$ cat src/rtl/two_pkg.sv
`timescale 1ns / 1ps
// ----------------------------------------------------------------------------
// Odometry package
// Shared widths, constants and the arctangent table used by the block.
// ----------------------------------------------------------------------------
package two_pkg;

  localparam int FRAC_BITS_DEF    = 16;
  localparam int CORDIC_STEPS_DEF = 16;
  localparam int ATAN_ENTRIES     = 24;

  localparam logic [31:0] DPC_RESET = 32'd337155;
  localparam logic [23:0] ITR_RESET = 24'd249187;

  localparam logic [63:0] Q30_PI          = 64'd3373259426;
  localparam logic [63:0] CORDIC_GAIN_Q30 = 64'd652032874;

  localparam logic [0:0] CFG_DPC = 1'b0;
  localparam logic [0:0] CFG_ITR = 1'b1;

  function automatic logic signed [63:0] atan_q30(input logic [4:0] i);
    logic signed [63:0] v;
    begin
      case (i)
        5'd0:  v = 64'sd843314857;
        5'd1:  v = 64'sd497837829;
        5'd2:  v = 64'sd263043836;
        5'd3:  v = 64'sd133525159;
        5'd4:  v = 64'sd67021687;
        5'd5:  v = 64'sd33543516;
        5'd6:  v = 64'sd16775851;
        5'd7:  v = 64'sd8388437;
        5'd8:  v = 64'sd4194283;
        5'd9:  v = 64'sd2097149;
        default: v = 64'sd1 <<< (5'd30 - i);
      endcase
      return v;
    end
  endfunction

endpackage

$ cat src/rtl/two_div.sv
`timescale 1ns / 1ps
// ----------------------------------------------------------------------------
// Odometry divider
// Radix-2 restoring divider, one quotient bit per cycle, 64-bit dividend.
// ----------------------------------------------------------------------------
module two_div (
  input  logic        clk,
  input  logic        rst_n,
  input  logic        start,
  input  logic [63:0] dividend,
  input  logic [31:0] divisor,
  output logic        done,
  output logic [63:0] quotient
);
  import two_pkg::*;

  logic [63:0] q_r, q_nxt;
  logic [32:0] rem_r, rem_nxt;
  logic [31:0] dvs_r, dvs_nxt;
  logic [6:0]  cnt_r, cnt_nxt;
  logic        busy_r, busy_nxt;
  logic        done_r, done_nxt;
  logic [32:0] trial;
  logic [33:0] diff;

  always_comb begin
    q_nxt = q_r; rem_nxt = rem_r; dvs_nxt = dvs_r; cnt_nxt = cnt_r;
    busy_nxt = busy_r; done_nxt = 1'b0;
    trial = {rem_r[31:0], q_r[63]};
    diff = {1'b0, trial} - {2'b00, dvs_r};
    if (start) begin
      q_nxt = dividend; rem_nxt = '0; dvs_nxt = divisor;
      cnt_nxt = 7'd0; busy_nxt = 1'b1;
    end else if (busy_r) begin
      if (!diff[33]) begin
        rem_nxt = diff[32:0];
        q_nxt = {q_r[62:0], 1'b1};
      end else begin
        rem_nxt = trial;
        q_nxt = {q_r[62:0], 1'b0};
      end
      cnt_nxt = cnt_r + 7'd1;
      if (cnt_r == 7'd63) begin
        busy_nxt = 1'b0; done_nxt = 1'b1;
      end
    end
  end

  always_ff @(posedge clk) begin
    if (!rst_n) begin
      busy_r <= 1'b0; done_r <= 1'b0; cnt_r <= '0;
    end else begin
      busy_r <= busy_nxt; done_r <= done_nxt; cnt_r <= cnt_nxt;
    end
    q_r <= q_nxt; rem_r <= rem_nxt; dvs_r <= dvs_nxt;
  end

  assign done = done_r;
  assign quotient = q_r;
endmodule

$ cat config.mk
export PLATFORM = sky130hd
export DESIGN_NAME = two_div
export DESIGN_NICKNAME = d
export VERILOG_FILES = /design/src/rtl/two_pkg.sv /design/src/rtl/two_div.sv
export SDC_FILE = /design/constraint.sdc
export NUM_CORES = 1
export LEC_CHECK = 0
export BUFFER_PORTS_ARGS = -buffer_cell sky130_fd_sc_hd__buf_4
export CAP_MARGIN = 20
export CORE_UTILIZATION = 55
export CTS_BUF_LIST = sky130_fd_sc_hd__clkbuf_2 sky130_fd_sc_hd__clkbuf_4 sky130_fd_sc_hd__clkbuf_8
export CTS_CLUSTER_DIAMETER = 50
export DETAILED_ROUTE_END_ITERATION = 8
export PLACE_DENSITY = 0.81
export SLEW_MARGIN = 20
export SYNTH_ARGS = -nofsm -noshare
export SYNTH_HDL_FRONTEND = slang
export SYNTH_SLANG_ARGS = --single-unit
$ cat constraint.sdc
create_clock -name clk -period 3.2 [get_ports clk]
set_input_delay 0.8 -clock clk [delete_from_list [all_inputs] [get_ports clk]]
set_output_delay 0.8 -clock clk [all_outputs]
set_load 0.02 [all_outputs]
Word-level counts from Yosys, hierarchy flattened

Cells that the tools add are included.
W data, S select, Z words.

Input bits: 99
Output and inout port bits: 65
Register bits: 137
Word-level logic and storage cells: 22

Reductions and logical operators: 3
Muxes and demuxes: 8
Equal/unequal tests: 1
Bitwise gates (word level): 2
Add/sub/neg operators: 2

Operators by type and width:

| operator              | number |
|---|---|
| $mux W64              | 2 |
| $sub A33 B32 Y34      | 1 |
| $mux W32              | 1 |
| $add A7 B1 Y7 const B | 1 |
| $eq A7 B6 Y1 const B  | 1 |
| $mux W1               | 5 |
| $reduce_or A3 Y1      | 1 |
| $not A1 Y1            | 2 |
| $reduce_bool A2 Y1    | 1 |
| $reduce_or A2 Y1      | 1 |

Longest topological paths before layout

Gate-level depths: netlist (run 1).

Depth after elaboration: 4
Gate-level depth with buffers: 13

Worst setup path before layout (run 1)

No wires, ideal clock.

Path type: register to register
Start point: register q_r[63] (netlist: quotient[63])
End point: register rem_r[26]
Cell stages (with the launch flop): 14
Arrival: 2.842 ns
Period minus slack after synthesis: 2.962 ns
Library setup time: 0.120 ns
Path slack: 0.238 ns
Data required time: 3.080 ns
Path buffers: 0
Cells stage by stage: edfxtp_1 -> inv_1 -> ha_1 -> inv_1 -> fa_1 -> a21oi_1 -> o211ai_1 -> o2111a_1 -> o31ai_2 -> nand4_1 -> a21oi_1 -> o21ai_0 -> xor2_1 -> a211o_1

Word-level cells in the longest chain between the ends: 2

Ends and longest elaborated chain:

| item                     | line          | source |
|---|---|---|
| start: declaration       | two_div.sv:17 | `logic [63:0] q_r, q_nxt;` |
| start signal: assignment | two_div.sv:55 | `q_r <= q_nxt; rem_r <= rem_nxt; dvs_r <= dvs_nxt;` |
| $sub A33 B32 Y34         | two_div.sv:30 | `diff = {1'b0, trial} - {2'b00, dvs_r};` |
| $mux W32                 | two_div.sv:35 | `if (!diff[33]) begin` |
| end signal: assignment   | two_div.sv:55 |  |
| end: declaration         | two_div.sv:18 | `logic [32:0] rem_r, rem_nxt;` |

Every way passes these cells.
A chain may end at the register's enable or synchronous reset.

Worst setup path in the final report (run 1)

Same ends and word-level chain as after synthesis.

==> qor.yml, run 1 <==
drt:
  avgRoutedWirePerCell_um: 17.4
  firstDrtPassIters: 5
  drtAntennaViolNets: 0
  drc: 0
  wl_um: 17200
  via_count: 5604
  first_iter_violations: 407
  viasPerCell: 5.68
power:
  p_clk_share_pct: 30.7
  ir_worst_vdd_uv: 440
  swShare_pct: 29.4
  p_int_w: 0.00354
  p_leak_nw: 3.97
  p_switching_w: 0.00148
  seqPwrFrac_pct: 43.7
  p_per_area_mw_per_mm2: 545
  total_power_w: 0.00501
  comb_power_share_pct: 25.6
sta:
  slew_headroom_pct: 58.1
  final_hold_viol_count: 0
  tightestPinTransition_ns: 0.629
  period_share_pct: 93.8
  drv_slew: 0
  setup_viol: 0
  fin_worst_skew_ns: 0.0157
  fmax_mhz: 333
  fin_crit_ns: 3.00
synthesis:
  ys_warn_count: 0
  synth_nets: 776
  synth_fa_ha_area_share_pct: 5.88
  ys_seq_area_share_pct: 50.3
  ys_top_cells_by_count: "edfxtp_1, mux2_2, nor2_1"
  synth-xor-area-share_pct: 3.45
  synth_top_family_by_area: "compound AO/OA/AOI/OAI gates"
  synth.distinct_cells: 61
  async_reset_ff_share_pct: 0
  synth.mux.area_fraction_pct: 13.0
  ys_top_cells_by_area: "edfxtp_1, dfxtp_1, mux2_2"
  synthSimpleGateAreaFrac_pct: 8.63
  syn_avg_cell_area_um2: 11.5
  synth_top_area_share_pct: 39.1
  syn_area_mm2: 0.00737
  synth-compound-area-share_pct: 14.4
  synth_most_common_cell: "edfxtp_1"
  syn_inst: 643
  ys.flop_type: "edfxtp_1"
  yosys.area.top_type: "edfxtp_1"
  synth_edf_count: 96
  synth_seq_cells: 137
critical_path:
  cp.required_ns: 3.56
  cp_max_fo: 4
  crit_type: "reg -> reg"
  startpoint_type: "flop"
  end_kind: "flop"
  critical_path_arrival_ns: 3.36
clocking:
  numCtsBuffers: 17
  cts_buffer_depth: 2
  cts_htree_levels: 4
  clkSinkCount: 137
  clk_pin_slew_worst_paths_ns: 0.08
  cts_tree: "built"
  cts_root_buf: "clkbuf_8"
  insertion_delay_ns: 0.46
floorplan:
  die_w_um: 118
  fp.coreArea_mm2: 0.0128
  row_count: 41
  die_h_um: 118
  ios: 164
  fp.dieArea_mm2: 0.0139
  initial_utilization_pct: 57.4
place:
  port_buffers: 163
  gp_congestion: 0.903
  dp_hpwl_um: 12400
  dp_cells: 953
status:
  status: "finished clean"
layout:
  area_delta_synth_final_pct: 24.9
  drive_gt1_share_pct: 35.3
  multi_input_area_mm2: 0.00337
  register_area_mm2: 0.00370
  post-route-util_pct: 71.7
  n_antenna_cell: 0
  fin_cells: 986
  final_nets: 934
  fill_cells: 893
flow_run:
  drv_cap: 0
global_route:
  antenna_found_initial: 0
  grt_max_degree: 65
  grt_pass1_wl_um: 28000
  grt-ovfl-total: 0
  grt_pass1_vias: 5782
  grt_usage_pct: 25.5
hold_path:
  hold_path.class: "reg -> reg"
## metal layers
metal / up-vias / routed length, um / global-route usage [%]
met5: - / 0 / 0
met4: 0 / 616 / 13.3
met3: 42 / 1460 / 9.88
met2: 197 / 8420 / 42.2
met1: 2649 / 6680 / 28.4
li1: 2716 / - / -
## critical path, cell delays in order, from the launching register on
cell,delay [ns]
edfxtp_1,0.39
inv_1,0.08
ha_1,0.17
inv_1,0.06
fa_1,0.43
a21oi_2,0.17
o211ai_1,0.09
o2111a_1,0.17
o31ai_4,0.27
nand4_1,0.18
a21oi_2,0.27
o21ai_0,0.15
xor2_1,0.18
a211o_1,0.29
## power groups by stage
| stage | Sequential (W) | Clock (W) | Combinational, W |
|---|---|---|---|
| floorplan | 0.00231 | 0 | 0.000774 |
| global placement | 0.00222 | 0 | 0.00123 |
| detailed placement | 0.00223 | 0 | 0.00126 |
| CTS | 0.00219 | 0.00157 | 0.00127 |
| global route | 0.00221 | 0.00164 | 0.00139 |
| finish | 0.00219 | 0.00154 | 0.00128 |
## registers in the layout, indices dropped and copies added (netlist names)
| name | count |
|---|---|
| busy_r | 1 |
| done | 1 |
| rem_r | 32 |
| quotient | 64 |
| dvs_r | 32 |
| cnt_r | 7 |
## cells by family after synthesis
kind of cell	count (synthesis)
xor gates and xnor gates	29
AOI/OAI and AO/OA	151
buffers and inverters	74
DFF	137
muxes	88
adders and majority gates	34
and+or+nand+nor	130
## area by class of cell
type,instances,area share [%]
Sequential cell,137,40.3
Multi-Input combinational cell,432,36.6
Timing Repair Buffer,172,14.4
Clock buffer,23,3.17
Tap cell,172,2.34
Inverter,41,1.67
Clock inverter,9,1.51
## final timing paths
check	start	cells past startpoint	to	slack (ns)
hold / removal	rem_r[2]$_SDFFE_PP0P_	2	rem_r[2]$_SDFFE_PP0P_	0.49
setup reg to reg	quotient[63]$_DFFE_PP_	13	rem_r[26]$_SDFFE_PP0P_	0.20
setup / recovery	quotient[63]$_DFFE_PP_	13	rem_r[26]$_SDFFE_PP0P_	0.20
hold reg to reg	rem_r[2]$_SDFFE_PP0P_	2	rem_r[2]$_SDFFE_PP0P_	0.49
## stage by stage
| step | area, um2 | worst slack [ns] | setup TNS (ns) | hold slack (ns) |
|---|---|---|---|---|
| detailed placement | 8740 | 0.0852 | 0 | 0.482 |
| global placement | 8740 | 0.184 | 0 | 0.463 |
| global route | 9200 | -0.0187 | -0.0259 | 0.480 |
| floorplan | 7370 | 0.238 | 0 | 0.454 |
| CTS | 9170 | 0.0538 | 0 | 0.490 |
| finish | 9200 | 0.197 | 0 | 0.491 |
## cells in the final DEF, fill, tap and decap left out, drive strengths merged, types with 3 or more instances in the layout
| cell type | count |
|---|---|
| nor2b | 4 |
| mux2i | 24 |
| mux2 | 64 |
| bufinv | 3 |
| a311oi | 3 |
| o211ai | 3 |
| nand4 | 11 |
| nand2 | 34 |
| o221a | 3 |
| a21o | 22 |
| nor2 | 43 |
| ha | 33 |
| a41oi | 3 |
| nand3 | 9 |
| o21ai | 16 |
| clkbuf | 23 |
| xor2 | 15 |
| a31oi | 7 |
| and3 | 4 |
| or2 | 3 |
| o21bai | 4 |
| o31ai | 3 |
| a211oi | 27 |
| xnor2 | 14 |
| clkinv | 5 |
| a211o | 4 |
| dfxtp | 41 |
| edfxtp | 96 |
| o21a | 5 |
| inv | 42 |
| nor3 | 7 |
| a21oi | 42 |
| or3 | 4 |
| buf | 172 |
## timing repair
item / CTS / global route
resized for setup: 0 / 4
hold buffers: 0 / 0
setup endpoints to repair: 0 / 8
buffers inserted: 0 / 1
(Power assumes the default switching activity.)
==> inputs of run 2 (changes only) <==
--- a/config.mk
+++ b/config.mk
@@ -7,11 +7,14 @@
 export LEC_CHECK = 0
 export BUFFER_PORTS_ARGS = -buffer_cell sky130_fd_sc_hd__buf_4
 export CAP_MARGIN = 20
-export CORE_UTILIZATION = 55
+export CELL_PAD_IN_SITES_DETAIL_PLACEMENT = 1
+export CELL_PAD_IN_SITES_GLOBAL_PLACEMENT = 2
+export CORE_UTILIZATION = 36
 export CTS_BUF_LIST = sky130_fd_sc_hd__clkbuf_2 sky130_fd_sc_hd__clkbuf_4 sky130_fd_sc_hd__clkbuf_8
 export CTS_CLUSTER_DIAMETER = 50
+export CTS_CLUSTER_SIZE = 24
 export DETAILED_ROUTE_END_ITERATION = 8
-export PLACE_DENSITY = 0.81
+export PLACE_DENSITY_LB_ADDON = 0.1
 export SLEW_MARGIN = 20
 export SYNTH_ARGS = -nofsm -noshare
 export SYNTH_HDL_FRONTEND = slang
==> run 2 against run 1 <==
Largest power group unchanged. Via count down 1.3%. Core utilization down 25 points. Critical path depth unchanged. Sequential power about the same. Worst setup slack better by 0.034 ns.
==> qor.yml, run 2 (synthesis results as in run 1) <==
global_route:
  antenna_found_initial: 0
  grt-ovfl-total: 0
  grt_max_degree: 88
  grt_usage_pct: 18.6
  grt_pass1_wl_um: 31200
  grt_pass1_vias: 6109
sta:
  grt_setup_unrepaired: "no"
  fin_worst_skew_ns: 0.0242
  tightestPinTransition_ns: 0.556
  slew_headroom_pct: 62.9
  drv_slew: 0
  period_share_pct: 92.8
  final_hold_viol_count: 0
  tns_ns: 0
  hold_ws_ns: 0.496
  fin_crit_ns: 2.97
  fmax_mhz: 337
  setup_viol: 0
clocking:
  cts_htree_levels: 4
  numCtsBuffers: 17
  cts_tree: "built"
  insertion_delay_ns: 0.47
  postCtsHoldBufs: 0
  clkSinkCount: 137
  cts_root_buf: "clkbuf_8"
  clk_pin_slew_worst_paths_ns: 0.10
  cts_buffer_depth: 2
floorplan:
  fp.dieArea_mm2: 0.0210
  die_h_um: 145
  row_count: 51
  initial_utilization_pct: 37.2
  fp.coreArea_mm2: 0.0198
  ios: 164
  die_w_um: 145
layout:
  final_cell_mix: "buf_4, edfxtp_1, mux2_2, nor2_1"
  largest_reg_flops: 64
  post-route-util_pct: 46.9
  final_common_cell: "buf_4"
  final_nets: 939
  n_antenna_cell: 0
  area_delta_synth_final_pct: 26.0
  fin_area_mm2: 0.00928
  drive_gt1_share_pct: 35.7
power:
  p_leak_nw: 3.95
  ir_worst_vdd_uv: 233
  p_per_area_mw_per_mm2: 520
drt:
  drc: 0
  drtAntennaViolNets: 0
  via_count: 5530
  avgRoutedWirePerCell_um: 17.5
  viasPerCell: 5.10
  first_iter_violations: 241
  wl_um: 19000
  firstDrtPassIters: 5
critical_path:
  end_kind: "flop"
  cp.required_ns: 3.55
  worstPathCellList: "inv_1 > ha_1 > inv_1 > fa_2 > a21oi_2 > o211ai_1 > o2111a_1 > o31ai_2 > nand4_1 > a21oi_2 > o21ai_0 > xor2_1 > a211o_1"
  crit_buf_inv: 2
  startpoint_type: "flop"
  cp_top_family: "compound AO/OA/AOI/OAI gates"
  crit_type: "reg -> reg"
  crit_path_max_incr_delay_ns: 0.42
  cp_max_fo: 4
  cpMaxStageDelayCell: "edfxtp_1"
  critical_path_arrival_ns: 3.32
hold_path:
  hold_path.class: "in -> reg"
place:
  dp_hpwl_um: 14000
  gp_congestion: 0.770
  place_area_mm2: 0.00891
  port_buffers: 163
flow_run:
  drv_cap: 0
status:
  status: "finished clean"
==> run 2: layer usage <==
layer	global-route usage, %	share of wire [%]	vias to the layer above	routed length [um]
met5	0	0	-	0
met4	6.01	1.1	0	203
met3	7.77	8.4	17	1600
met2	31.1	48	136	9080
met1	21.4	43	2661	8080
li1	-	-	2716	-
==> run 2: timing repair <==
action / 4_1_cts / 5_1_grt
setup buffers: 0 / 1
setup endpoints to repair: 0 / 4
gates resized for setup: 0 / 4
==> run 2: power breakdown <==
part           internal (W)  switching [W]  total, W  leakage [nW]
combinational      0.000614       0.000707   0.00132          2.48
clock              0.000558       0.000769   0.00133         0.170
sequential          0.00209      0.0000939   0.00218          1.29
total               0.00326        0.00157   0.00483          3.95
==> run 2: cell type report <==
| type | instances | area [um2] |
|---|---|---|
| inverters | 41 | 154 |
| multi-input cells | 432 | 3360 |
| repair buffers | 177 | 1380 |
| clock inverters | 14 | 111 |
| fillers | 2182 | 10500 |
| clock buffers | 18 | 241 |
| flip-flops and latches | 137 | 3700 |
| well taps | 265 | 332 |
==> run 2: path summary, 6_finish.rpt <==
check	start	end	slack, ns	cells after the start
setup / recovery	quotient[63]$_DFFE_PP_	rem_r[26]$_SDFFE_PP0P_	0.23	13
hold / removal	divisor[6]	dvs_r[6]$_DFFE_PP_	0.50	1
setup reg to reg	quotient[63]$_DFFE_PP_	rem_r[26]$_SDFFE_PP0P_	0.23	13
hold reg to reg	rem_r[2]$_SDFFE_PP0P_	rem_r[2]$_SDFFE_PP0P_	0.50	2
==> run 2: stage by stage <==
step	cells	total power [W]	setup WS (ns)
finish	1084	0.00483	0.232
global route	1084	0.00510	0.0212
CTS	1083	0.00490	0.0136
detailed placement	1051	0.00354	0.0475
global placement	1051	0.00351	0.127
floorplan	643	0.00308	0.238
==> inputs of run 3 (changes only) <==
--- a/config.mk
+++ b/config.mk
@@ -9,6 +9,7 @@
 export CAP_MARGIN = 20
 export CELL_PAD_IN_SITES_DETAIL_PLACEMENT = 1
 export CELL_PAD_IN_SITES_GLOBAL_PLACEMENT = 2
+export CORE_ASPECT_RATIO = 0.7
 export CORE_UTILIZATION = 36
 export CTS_BUF_LIST = sky130_fd_sc_hd__clkbuf_2 sky130_fd_sc_hd__clkbuf_4 sky130_fd_sc_hd__clkbuf_8
 export CTS_CLUSTER_DIAMETER = 50
==> run 3 against run 2 <==
Core utilization is 0.19 points lower. Sequential cell count did not move. Worst setup slack got worse by 0.019 ns. Sequential power hardly changed. Largest power group unchanged. Cell count up 0.46%. Non-clock buffer count unchanged. Critical path depth did not move. Largest cell class unchanged. Global-route usage rose by 0.29 points. Design area rose by 0.22%. Via count decreased by 0.27%. Register-to-register slack worse by 0.02 ns.
==> qor.yml, run 3 (synthesis results as in run 1) <==
power:
  seqPwrFrac_pct: 44.7
  p_switching_w: 0.00154
  p_per_area_mw_per_mm2: 525
  p_int_w: 0.00334
  p_leak_nw: 3.96
  ir_worst_vdd_uv: 259
  p_clk_share_pct: 28.1
  swShare_pct: 31.5
  comb_power_share_pct: 27.2
sta:
  fin_worst_skew_ns: 0.0103
  drv_slew: 0
  slew_headroom_pct: 60.6
  fin_crit_ns: 2.99
  final_hold_viol_count: 0
  grt_setup_unrepaired: "no"
  period_share_pct: 93.3
  fmax_mhz: 335
  setup_viol: 0
  tightestPinTransition_ns: 0.590
clocking:
  insertion_delay_ns: 0.45
  clkSinkCount: 137
  cts_htree_levels: 4
  clk_pin_slew_worst_paths_ns: 0.08
  postCtsHoldBufs: 0
  cts_root_buf: "clkbuf_8"
  numCtsBuffers: 17
  cts_buffer_depth: 2
  cts_tree: "built"
place:
  dp_hpwl_um: 14200
  dp_cells: 1057
  gp_congestion: 0.859
  port_buffers: 163
  place_area_mm2: 0.00891
drt:
  via_count: 5515
  firstDrtPassIters: 4
  avgRoutedWirePerCell_um: 17.3
  drc: 0
  wl_um: 18900
  drtAntennaViolNets: 0
  first_iter_violations: 210
  viasPerCell: 5.06
critical_path:
  cpMaxStageDelayCell: "edfxtp_1"
  cp.required_ns: 3.53
  r2r_start: "quotient[63]$_DFFE_PP_"
  worstPathCellList: "inv_1 > ha_1 > inv_1 > fa_2 > a21oi_2 > o211ai_1 > o2111a_1 > o31ai_4 > nand4_1 > a21oi_2 > o21ai_0 > xor2_1 > a211o_1"
  startpoint_type: "flop"
  cp_top_family: "compound AO/OA/AOI/OAI gates"
  cp_max_fo: 4
  crit_path_max_incr_delay_ns: 0.41
  end_kind: "flop"
  critical_path_arrival_ns: 3.32
  crit_buf_inv: 2
  critPathLaunch: "quotient[63]$_DFFE_PP_"
  crit_type: "reg -> reg"
floorplan:
  ios: 164
  die_h_um: 122
  initial_utilization_pct: 37.0
  fp.dieArea_mm2: 0.0210
  row_count: 43
  fp.coreArea_mm2: 0.0199
  die_w_um: 173
status:
  status: "finished clean"
hold_path:
  hp-start: "rem_r[31]$_SDFFE_PP0P_"
  hold_path.class: "reg -> reg"
layout:
  n_antenna_cell: 0
  fill_cells: 2184
  final_common_cell: "buf_4"
  post-route-util_pct: 46.7
  final_cell_mix: "buf_4, edfxtp_1, mux2_2, nor2_1"
  fin_cells: 1089
  drive_gt1_share_pct: 35.7
  fin_area_mm2: 0.00930
  final_nets: 939
  area_delta_synth_final_pct: 26.3
  largest_reg_flops: 64
global_route:
  antenna_found_initial: 0
  grt_pass1_wl_um: 31100
  grt_pass1_vias: 5771
  grt_usage_pct: 18.9
  grt-ovfl-total: 0
  grt_max_degree: 66
flow_run:
  drv_cap: 0
run 3: metrics by stage:
step / hold WS (ns) / setup TNS, ns / setup WS, ns / power, W
floorplan: 0.454 / 0 / 0.238 / 0.00308
global placement: 0.462 / 0 / 0.118 / 0.00351
detailed placement: 0.485 / -0.0130 / -0.0130 / 0.00355
CTS: 0.494 / 0 / 0.0540 / 0.00493
global route: 0.475 / 0 / 0.0282 / 0.00515
finish: 0.494 / 0 / 0.213 / 0.00488
run 3: cell type report:
class	count	area (um2)	area share [%]
clock inverters	12	119	1.28
multi-input cells	432	3360	36.2
well taps	270	338	3.63
repair buffers	177	1370	14.7
clock buffers	20	256	2.76
flip-flops and latches	137	3700	39.8
inverters	41	154	1.65
run 3: path summary, 6_finish.rpt:
kind / to / slack, ns / cells past startpoint
max: rem_r[26]$_SDFFE_PP0P_ / 0.21 / 13
min: rem_r[31]$_SDFFE_PP0P_ / 0.49 / 2
max reg2reg: rem_r[26]$_SDFFE_PP0P_ / 0.21 / 13
min reg2reg: rem_r[31]$_SDFFE_PP0P_ / 0.49 / 2
run 3: worst min-delay path: cells and delay by family, from the launching register on:
family	cells	cell delay, ns
compound gates	1	0.05
flops	1	0.32
simple gates	1	0.08
run 3: power groups by stage:
stage | clock network (W) | registers (W) | logic (W)
finish | 0.00137 | 0.00218 | 0.00133
global placement | 0 | 0.00221 | 0.00130
global route | 0.00150 | 0.00220 | 0.00145
floorplan | 0 | 0.00231 | 0.000774
CTS | 0.00142 | 0.00218 | 0.00133
detailed placement | 0 | 0.00222 | 0.00132
run 3: metal layers:
layer / track usage, % / wire length (um)
met4: 4.65 / 162
met5: 0 / 0
met3: 4.24 / 629
met2: 30.4 / 8590
met1: 25.8 / 9510
run 3: timing repair:
action                     CTS  global route
pin swaps                    0             2
setup buffers                0             0
hold endpoints to repair     0             0
setup endpoints to repair    1             3
resized for setup            1             3
